`src/hw/rtl/dvrt_pkg.sv`:
```
// Shared types and constants for the distance-vector route table.
// Sequencer state encoding and configuration register map.
// No dependencies.
package dvrt_pkg;

   typedef enum logic [2:0] {
      S_IDLE,
      S_OPEN,
      S_RELAX,
      S_WRITE,
      S_EMIT
   } dvrt_state_type;

   localparam int CSR_ADDR_W = 3;
   localparam int CSR_DATA_W = 32;
   localparam int NODE_CNT_W = 4;

   // register index, taken from paddr[2]
   localparam logic REG_NODE_COUNT = 1'b0;

   localparam logic [NODE_CNT_W-1:0] NODE_COUNT_RESET = 4'd8;

   localparam int OUT_DIST_W = 16;
   localparam int OUT_IDX_W  = 3;

endpackage

```
`src/hw/rtl/distance_vector_route_table.sv`:
```
// Distance-vector route table: loads a link cost matrix, relaxes it in place
// (Bellman-Ford sweeps) and streams out the route table. Uses dvrt_pkg.
// Loading: one request per cycle while busy is low.
// Run (last entry): each sweep relaxes all n*n pairs, n = active nodes; one
// cost read and two distance reads a cycle, one k step per cycle. Sweeps
// repeat until one changes nothing, then n*n results follow one a cycle
// through the emit and result registers. The receiver cannot stall.
// Reset clears the sequencer and sets node_count to 8; the stores are not
// cleared and must be loaded before use.
module distance_vector_route_table
   import dvrt_pkg::*;
#(
   parameter int MAX_NODES = 8,
   parameter int DIST_BITS = 16
) (
   input  logic                              clock,
   input  logic                              reset,
   input  logic                              start,
   output logic                              busy,
   input  logic [2:0]                        req_src_row,
   input  logic [2:0]                        req_dst_col,
   input  logic [15:0]                       req_link_cost,
   input  logic                              req_last_entry,
   output logic                              rsp_valid,
   output logic [OUT_IDX_W-1:0]              rsp_router_id,
   output logic [OUT_IDX_W-1:0]              rsp_target_id,
   output logic [OUT_IDX_W-1:0]              rsp_via_hop,
   output logic [OUT_DIST_W-1:0]             rsp_path_cost,
   output logic                              rsp_last_result,
   input  logic                              psel,
   input  logic                              penable,
   input  logic                              pwrite,
   input  logic [CSR_ADDR_W-1:0]             paddr,
   input  logic [CSR_DATA_W-1:0]             pwdata,
   output logic [CSR_DATA_W-1:0]             prdata,
   output logic                              pready
);

   localparam int IDX_W  = $clog2(MAX_NODES);
   localparam int ADDR_W = 2 * IDX_W;
   localparam int DEPTH  = 1 << ADDR_W;
   localparam int WIDE_W = (DIST_BITS > OUT_DIST_W) ? DIST_BITS : OUT_DIST_W;
   localparam logic [DIST_BITS-1:0] DIST_MAX = {DIST_BITS{1'b1}};

   // storage
   logic [DIST_BITS-1:0] cost_mem [DEPTH];
   logic [DIST_BITS-1:0] dist_mem [DEPTH];
   logic [IDX_W-1:0]     hop_mem  [DEPTH];

   // control and datapath registers
   dvrt_state_type       state_ff, state_in;
   logic [NODE_CNT_W-1:0] node_count_ff;
   logic [IDX_W-1:0]     i_ff, i_in, j_ff, j_in, k_ff, k_in, nm1_ff, nm1_in;
   logic                 first_ff, first_in;
   logic [DIST_BITS-1:0] best_ff, best_in;
   logic [IDX_W-1:0]     hop_ff, hop_in;
   logic                 chg_ff, chg_in;
   logic                 sweep_changed_ff, sweep_changed_in;
   logic                 emit_v_ff, emit_v_in, emit_last_ff, emit_last_in;
   logic [IDX_W-1:0]     emit_i_ff, emit_i_in, emit_j_ff, emit_j_in;
   logic                 rsp_valid_ff, rsp_last_ff;
   logic [OUT_IDX_W-1:0] rsp_router_ff, rsp_target_ff, rsp_hop_ff;
   logic [OUT_DIST_W-1:0] rsp_cost_ff;

   // memory read data
   logic [DIST_BITS-1:0] dist_rd_a_ff, dist_rd_b_ff, cost_rd_ff;
   logic [IDX_W-1:0]     hop_rd_ff;

   // memory controls
   logic [ADDR_W-1:0]    addr_a, addr_b, addr_c, wr_addr;
   logic                 cost_we, dist_we, hop_we;
   logic [DIST_BITS-1:0] cost_wd, dist_wd;
   logic [IDX_W-1:0]     hop_wd;

   // load decode
   logic                 accept, ld_ok, ld_diag, ld_sat;
   logic [WIDE_W-1:0]    ld_cost_wide;
   logic [DIST_BITS-1:0] ld_cost;
   logic [IDX_W-1:0]     ld_row, ld_col, nm1_calc;

   // relaxation datapath
   logic                 k_last, pair_last;
   logic [IDX_W-1:0]     k_nx;
   logic [DIST_BITS-1:0] best_cur, dist_kj, via;
   logic [DIST_BITS:0]   via_sum;
   logic                 take;
   logic [WIDE_W-1:0]    out_wide;

   logic                 csr_wr;

   // ---------------- configuration port ----------------
   assign pready = 1'b1;
   assign csr_wr = psel & penable & pwrite & pready;

   always_ff @(posedge clock) begin
      if (reset) begin
         node_count_ff <= NODE_COUNT_RESET;
      end else if (csr_wr && (paddr[2] == REG_NODE_COUNT)) begin
         node_count_ff <= pwdata[NODE_CNT_W-1:0];
      end
   end

   always_comb begin
      prdata = '0;
      if (paddr[2] == REG_NODE_COUNT) begin
         prdata = {{(CSR_DATA_W-NODE_CNT_W){1'b0}}, node_count_ff};
      end
   end

   // ---------------- load decode ----------------
   assign busy   = (state_ff != S_IDLE) | emit_v_ff;
   assign accept = start & ~busy;

   assign ld_ok   = (int'(req_src_row) < MAX_NODES) && (int'(req_dst_col) < MAX_NODES);
   assign ld_row  = IDX_W'(req_src_row);
   assign ld_col  = IDX_W'(req_dst_col);
   assign ld_diag = (req_src_row == req_dst_col);
   assign ld_cost_wide = WIDE_W'(req_link_cost);
   assign ld_sat  = (req_link_cost == 16'hFFFF) || (ld_cost_wide > WIDE_W'(DIST_MAX));
   assign ld_cost = ld_diag ? '0 : (ld_sat ? DIST_MAX : DIST_BITS'(ld_cost_wide));

   always_comb begin
      if (node_count_ff == '0) begin
         nm1_calc = '0;
      end else if (int'(node_count_ff) > MAX_NODES) begin
         nm1_calc = IDX_W'(MAX_NODES - 1);
      end else begin
         nm1_calc = IDX_W'(int'(node_count_ff) - 1);
      end
   end

   // ---------------- relaxation datapath ----------------
   assign k_last    = (k_ff == nm1_ff);
   assign pair_last = (i_ff == nm1_ff) && (j_ff == nm1_ff);
   assign k_nx      = k_ff + 1'b1;

   assign best_cur = first_ff ? dist_rd_a_ff : best_ff;
   // forward the running best when k reaches the source row
   assign dist_kj  = (k_ff == i_ff) ? best_cur : dist_rd_b_ff;
   assign via_sum  = {1'b0, cost_rd_ff} + {1'b0, dist_kj};
   assign via      = via_sum[DIST_BITS] ? DIST_MAX : via_sum[DIST_BITS-1:0];
   assign take     = (via < best_cur);

   // ---------------- sequencer: next state ----------------
   always_comb begin
      state_in = state_ff;
      case (state_ff)
         S_IDLE: begin
            if (accept && req_last_entry) state_in = S_OPEN;
         end
         S_OPEN: begin
            state_in = S_RELAX;
         end
         S_RELAX: begin
            if (k_last) state_in = S_WRITE;
         end
         S_WRITE: begin
            if (pair_last) begin
               state_in = (sweep_changed_ff | chg_ff) ? S_OPEN : S_EMIT;
            end else begin
               state_in = S_OPEN;
            end
         end
         S_EMIT: begin
            if (pair_last) state_in = S_IDLE;
         end
         default: state_in = S_IDLE;
      endcase
   end

   // ---------------- sequencer: outputs ----------------
   always_comb begin
      i_in = i_ff;
      j_in = j_ff;
      k_in = k_ff;
      nm1_in = nm1_ff;
      first_in = first_ff;
      best_in = best_ff;
      hop_in = hop_ff;
      chg_in = chg_ff;
      sweep_changed_in = sweep_changed_ff;
      emit_v_in = 1'b0;
      emit_last_in = 1'b0;
      emit_i_in = i_ff;
      emit_j_in = j_ff;
      addr_a = {i_ff, j_ff};
      addr_b = {k_ff, j_ff};
      addr_c = {i_ff, k_ff};
      wr_addr = {i_ff, j_ff};
      cost_we = 1'b0;
      dist_we = 1'b0;
      hop_we = 1'b0;
      cost_wd = ld_cost;
      dist_wd = best_ff;
      hop_wd = hop_ff;
      case (state_ff)
         S_IDLE: begin
            if (accept) begin
               wr_addr = {ld_row, ld_col};
               cost_we = ld_ok;
               dist_we = ld_ok;
               hop_we = ld_ok;
               dist_wd = ld_cost;
               hop_wd = ld_col;
               if (req_last_entry) begin
                  i_in = '0;
                  j_in = '0;
                  nm1_in = nm1_calc;
                  sweep_changed_in = 1'b0;
               end
            end
         end
         S_OPEN: begin
            addr_b = {{IDX_W{1'b0}}, j_ff};
            addr_c = {i_ff, {IDX_W{1'b0}}};
            k_in = '0;
            first_in = 1'b1;
         end
         S_RELAX: begin
            addr_b = {k_nx, j_ff};
            addr_c = {i_ff, k_nx};
            first_in = 1'b0;
            best_in = take ? via : best_cur;
            hop_in = take ? k_ff : hop_ff;
            chg_in = first_ff ? take : (chg_ff | take);
            k_in = k_nx;
         end
         S_WRITE: begin
            dist_we = chg_ff;
            hop_we = chg_ff;
            sweep_changed_in = sweep_changed_ff | chg_ff;
            if (j_ff == nm1_ff) begin
               j_in = '0;
               i_in = pair_last ? '0 : i_ff + 1'b1;
            end else begin
               j_in = j_ff + 1'b1;
            end
            if (pair_last) sweep_changed_in = 1'b0;
         end
         S_EMIT: begin
            emit_v_in = 1'b1;
            emit_last_in = pair_last;
            if (j_ff == nm1_ff) begin
               j_in = '0;
               i_in = i_ff + 1'b1;
            end else begin
               j_in = j_ff + 1'b1;
            end
         end
         default: begin
            i_in = i_ff;
         end
      endcase
   end

   // ---------------- registers ----------------
   always_ff @(posedge clock) begin
      if (reset) begin
         state_ff <= S_IDLE;
         sweep_changed_ff <= 1'b0;
         emit_v_ff <= 1'b0;
         rsp_valid_ff <= 1'b0;
      end else begin
         state_ff <= state_in;
         sweep_changed_ff <= sweep_changed_in;
         emit_v_ff <= emit_v_in;
         rsp_valid_ff <= emit_v_ff;
      end
   end

   always_ff @(posedge clock) begin
      i_ff <= i_in;
      j_ff <= j_in;
      k_ff <= k_in;
      nm1_ff <= nm1_in;
      first_ff <= first_in;
      best_ff <= best_in;
      hop_ff <= hop_in;
      chg_ff <= chg_in;
      emit_last_ff <= emit_last_in;
      emit_i_ff <= emit_i_in;
      emit_j_ff <= emit_j_in;
   end

   // ---------------- memories ----------------
   always_ff @(posedge clock) begin
      if (cost_we) cost_mem[wr_addr] <= cost_wd;
      cost_rd_ff <= cost_mem[addr_c];
   end

   always_ff @(posedge clock) begin
      if (dist_we) dist_mem[wr_addr] <= dist_wd;
      dist_rd_a_ff <= dist_mem[addr_a];
      dist_rd_b_ff <= dist_mem[addr_b];
   end

   always_ff @(posedge clock) begin
      if (hop_we) hop_mem[wr_addr] <= hop_wd;
      hop_rd_ff <= hop_mem[addr_a];
   end

   // ---------------- result stage ----------------
   assign out_wide = WIDE_W'(dist_rd_a_ff);

   always_ff @(posedge clock) begin
      if (emit_v_ff) begin
         rsp_router_ff <= OUT_IDX_W'(emit_i_ff);
         rsp_target_ff <= OUT_IDX_W'(emit_j_ff);
         rsp_hop_ff <= OUT_IDX_W'(hop_rd_ff);
         rsp_cost_ff <= (out_wide > WIDE_W'(16'hFFFF)) ? 16'hFFFF
                                                        : out_wide[OUT_DIST_W-1:0];
         rsp_last_ff <= emit_last_ff;
      end
   end

   assign rsp_valid       = rsp_valid_ff;
   assign rsp_router_id   = rsp_router_ff;
   assign rsp_target_id   = rsp_target_ff;
   assign rsp_via_hop     = rsp_hop_ff;
   assign rsp_path_cost   = rsp_cost_ff;
   assign rsp_last_result = rsp_last_ff;

   // ---------------- assertions ----------------
   a_accept_idle: assert property (@(posedge clock) disable iff (reset)
      accept |-> (state_ff == S_IDLE))
      else $error("request accepted outside idle");

   a_rsp_from_read: assert property (@(posedge clock) disable iff (reset)
      rsp_valid |-> $past(emit_v_ff))
      else $error("result without a table read");

   a_last_ends_run: assert property (@(posedge clock) disable iff (reset)
      (rsp_valid && rsp_last_result) |=> !rsp_valid)
      else $error("result after the final table entry");

   a_write_after_relax: assert property (@(posedge clock) disable iff (reset)
      (state_ff == S_WRITE) |-> ($past(state_ff) == S_RELAX && $past(k_last)))
      else $error("write-back before the k loop finished");

   a_run_start: assert property (@(posedge clock) disable iff (reset)
      (state_ff == S_OPEN && $past(state_ff) == S_IDLE)
         |-> $past(accept && req_last_entry))
      else $error("run started without a final entry");

endmodule

```
`config.mk`:
```
export PLATFORM = sky130hd
export DESIGN_NAME = distance_vector_route_table
export DESIGN_NICKNAME = d
export VERILOG_FILES = /design/src/hw/rtl/dvrt_pkg.sv /design/src/hw/rtl/distance_vector_route_table.sv
export SDC_FILE = /design/constraint.sdc
export NUM_CORES = 2
export LEC_CHECK = 0
export BUFFER_PORTS_ARGS = -buffer_cell sky130_fd_sc_hd__clkbuf_2
export CORE_ASPECT_RATIO = 0.7
export CORE_MARGIN = 2
export CORE_UTILIZATION = 35
export CTS_CLUSTER_DIAMETER = 40
export DETAILED_ROUTE_END_ITERATION = 10
export GPL_ROUTABILITY_DRIVEN = 0
export SYNTH_ARGS = -nofsm -noshare
export SYNTH_HDL_FRONTEND = slang
export SYNTH_SLANG_ARGS = --single-unit
```
`constraint.sdc`:
```
create_clock -name clock -period 5.8 [get_ports clock]
set_input_delay 1.16 -clock clock [delete_from_list [all_inputs] [get_ports clock]]
set_output_delay 1.16 -clock clock [all_outputs]
set_load 0.01 [all_outputs]
```
==> impl_metrics.json <==
{
  "dp_hpwl_um": 204300,
  "ant_nets": 0,
  "final_cell_mix": "edfxtp_1, mux2i_1, nand2_1",
  "fillCellCount": 27730,
  "grt_max_degree": 161,
  "drive_gt1_share_pct": 21.93,
  "synth_compound_area_share_pct": 9.418,
  "cp.buffers_inverters": 4,
  "synthAdderAreaFrac_pct": 0.4180,
  "worst_hold_slack_ps": 396.3,
  "critPathCapture": "best_ff[12]$_DFFE_PP_",
  "fmaxAchievable_mhz": 180.2,
  "dieArea_sq_um": 317600,
  "required_ps": 6510,
  "finalCriticalPeriod_ps": 5549,
  "die_h_um": 472.1,
  "ys_ff_latch": 2367,
  "ys.flop_type": "edfxtp_1",
  "first_iter_violations": 9732,
  "cpMostUsedCell": "buf_4",
  "dr.pass1.iters": 8,
  "synth_top_family_by_area": "multiplexers",
  "async_flop_share_pct": 0,
  "critPathSlowestCell": "or3_1",
  "critPathMaxStageDelay_ps": 430,
  "final_core_util_pct": 40.84,
  "area_growth_pct": 15.87,
  "tightest_slew_ps": 1438,
  "reg2regPathDepth": 23,
  "path_class": "reg2reg",
  "synth_cells": 7425,
  "grt.overflow.total": 0,
  "final-max-slew-violation-count": 0,
  "holdCritPathClass": "reg2reg",
  "avgSynthCellArea_sq_um": 14.76,
  "synth_cell_types": 79,
  "die_w_um": 672.7,
  "port_buffers": 65,
  "finClkSkew_ps": 62.70,
  "path_delay_family": "compound AO/OA/AOI/OAI gates",
  "r2r-start": "emit_i_in[2]$_DFFE_PP_",
  "timing.slew.headroom_pct": 1.369,
  "powerDensity_nw_per_um2": 384.6,
  "outcome": "finished, violations left",
  "drt-total-wl_um": 341800,
  "setup_violations": 0,
  "antenna_found_initial": 29,
  "crit_path_max_fanout": 12,
  "grt_pass1_vias": 68100,
  "fp-row-count": 171,
  "synth-simple-area-share_pct": 5.697,
  "muxShareOfSynthArea_pct": 17.12,
  "vdd_ir_drop_max_mv": 0.2623,
  "drv_cap": 1,
  "via_per_inst": 5.958,
  "cp-start-kind": "register",
  "post_synth_xor_area_fraction_pct": 0.1918,
  "clkSinkCount": 2367,
  "r2r_end": "best_ff[12]$_DFFE_PP_",
  "crit_path_cell_trace": "xor2_1 > nor3_4 > buf_4 > nor2_1 > a21oi_1 > ha_1 > nor2b_1 > o21ai_1 > a211oi_2 > or3_1 > or3_1 > a31oi_1 > inv_1 > ha_1 > nand2_1 > o21ai_0 > a31oi_2 > o2111ai_2 > o32ai_4 > buf_4 > buf_4 > nor2b_1 > a31oi_1",
  "grt.total_usage_pct": 20.77,
  "drc": 0,
  "clockBufferDepth": 4,
  "synth_area_sq_um": 109600,
  "wl_per_cell_um": 28.51,
  "reg2reg_slack_ps": 250,
  "num-nets-final": 7664,
  "p_leak_nw": 42.14,
  "pin_count": 125,
  "violations": "capacitance limit",
  "synth-edff-count": 2299,
  "cp_num_cells": 23,
  "grt_pass1_wl_um": 487000,
  "coreArea_sq_um": 310900,
  "clk_pin_slew_ps": 60,
  "hold_viol": 0,
  "root_buffer": "clkbuf_16",
  "cts_max_level": 5,
  "layout_worst_path_cycle_share_pct": 95.68,
  "cts_tree": "done",
  "final_common_cell": "edfxtp_1",
  "setup.worst_path.start": "emit_i_in[2]$_DFFE_PP_",
  "synth-seq-area-share_pct": 64.25,
  "cp-end-kind": "register",
  "cts_buffers": 324,
  "cts_hold_buf": 0,
  "clock_latency_ps": 900,
  "cp.arrival_ps": 6260,
  "vias": 71420,
  "ys_warn_count": 0,
  "start_util_pct": 35.24
}
[worst min path at each step]
stage / end / slack [ps] / depth (start not counted) / startpoint
2_1_floorplan: emit_i_ff[2]$_DFF_P_ / 360 / 0 / emit_i_in[2]$_DFFE_PP_
3_3_place_gp: rsp_via_hop[1]$_DFFE_PP_ / 390 / 0 / hop_rd_ff[1]$_DFF_P_
3_5_place_dp: rsp_target_id[1]$_DFFE_PP_ / 390 / 0 / emit_j_ff[1]$_DFF_P_
4_1_cts: rsp_via_hop[1]$_DFFE_PP_ / 390 / 0 / hop_rd_ff[1]$_DFF_P_
5_1_grt: rsp_via_hop[1]$_DFFE_PP_ / 400 / 0 / hop_rd_ff[1]$_DFF_P_
6_report: rsp_via_hop[1]$_DFFE_PP_ / 400 / 0 / hop_rd_ff[1]$_DFF_P_
[cell type report]
type | instances | area (sq um) | area share (%)
sequential | 2367 | 70400 | 55.45
multi-input combinational | 4404 | 36610 | 28.84
clock buffer | 359 | 8334 | 6.564
tap | 4152 | 5195 | 4.092
timing repair buffer | 434 | 3545 | 2.792
clock inverter | 225 | 2705 | 2.131
inverter | 33 | 131.4 | 0.1035
antenna | 13 | 32.53 | 0.02562
[synthesized netlist by cell type (16+ instances only)]
master / number / area share, %
ha_1: 35 / 0.40
inv_1: 31 / 0.11
a21o_1: 17 / 0.12
a2bb2oi_1: 32 / 0.26
edfxtp_1: 2299 / 63
nor4_1: 17 / 0.097
nand2b_1: 16 / 0.091
a22o_1: 42 / 0.34
a21oi_1: 345 / 1.6
nand3_1: 350 / 1.6
nor3_1: 17 / 0.078
nand2_1: 509 / 1.7
and2_1: 28 / 0.16
a22oi_1: 215 / 1.5
o32ai_1: 229 / 1.8
buf_1: 58 / 0.20
nor2_1: 411 / 1.4
a211oi_1: 51 / 0.35
clkbuf_1: 309 / 1.1
nor2b_1: 17 / 0.097
a221oi_1: 33 / 0.26
o21ai_0: 140 / 0.64
a31oi_1: 32 / 0.18
dfxtp_1: 68 / 1.2
mux2_2: 268 / 2.8
nand4_1: 26 / 0.15
buf_2: 184 / 0.84
a32oi_1: 25 / 0.20
mux4_2: 335 / 6.9
buf_4: 89 / 0.61
mux2i_1: 819 / 7.5
o211ai_1: 166 / 1.1
a311oi_1: 20 / 0.16
o22ai_1: 17 / 0.097
o2111ai_1: 21 / 0.17
[timing repair]
action | in CTS | in global routing
setup buffers | 0 | 2
endpoints found under the hold margin | 0 | 0
endpoints found under the setup margin | 0 | 19
gates resized for setup | 0 | 11
[cell families (layout without fill, tap and decap cells)]
logic type,count (synthesis),in the layout
DFF,2367,2367
AOI/OAI and AO/OA,1464,1464
other,2,42
xor gates and xnor gates,24,24
buffers and inverters,681,1051
muxes,1422,1422
and+or+nand+nor,1429,1429
adders and majority gates,36,36
[flip-flops by register name, indices dropped and copies added (netlist names), 4 cells and up]
signal	count
best_ff	16
cost_mem	1024
cost_rd_ff	16
dist_mem	1024
dist_rd_a_ff	16
dist_rd_b_ff	16
hop_mem	192
node_count_ff	4
rsp_path_cost	16
[where the power goes]
group / internal, mW / total (mW) / switching, mW
clock: 12.3 / 20.3 / 7.99
sequential: 19.7 / 19.9 / 0.290
combinational: 2.92 / 8.54 / 5.62
[layer usage]
layer  part of all wire [%]  global-route usage (%)
met1                     42                   29.93
met3                     12                   5.987
met4                    3.7                   7.473
met2                     42                   29.69
met5                  0.028                       0
[worst register-to-register path, stage by stage, from the launching register on]
cell	delay (ps)
edfxtp_1	400
xor2_1	210
nor3_4	360
buf_4	250
nor2_1	60
a21oi_1	140
ha_1	280
nor2b_1	140
o21ai_1	240
a211oi_2	180
or3_1	440
or3_1	370
a31oi_1	320
inv_1	90
ha_1	310
nand2_1	70
o21ai_0	110
a31oi_2	270
o2111ai_2	170
o32ai_4	360
buf_4	190
buf_4	180
nor2b_1	60
a31oi_1	180
[through the flow]
step | power (mW) | TNS, ps | area [sq um] | cells | worst slack [ps]
after global routing | 50.29 | -23.93 | 126900 | 11980 | -23.93
final | 48.82 | 0 | 127000 | 11990 | 250.7
after CTS | 48.75 | 0 | 126800 | 11970 | 64.44
after floorplan | 25.40 | 0 | 109700 | 7452 | 32.83
after detailed placement | 28.47 | 0 | 115800 | 11390 | 125.6
after global placement | 28.37 | 0 | 115800 | 11390 | 114.0
Note: power is estimated with default switching activity, not from simulation.
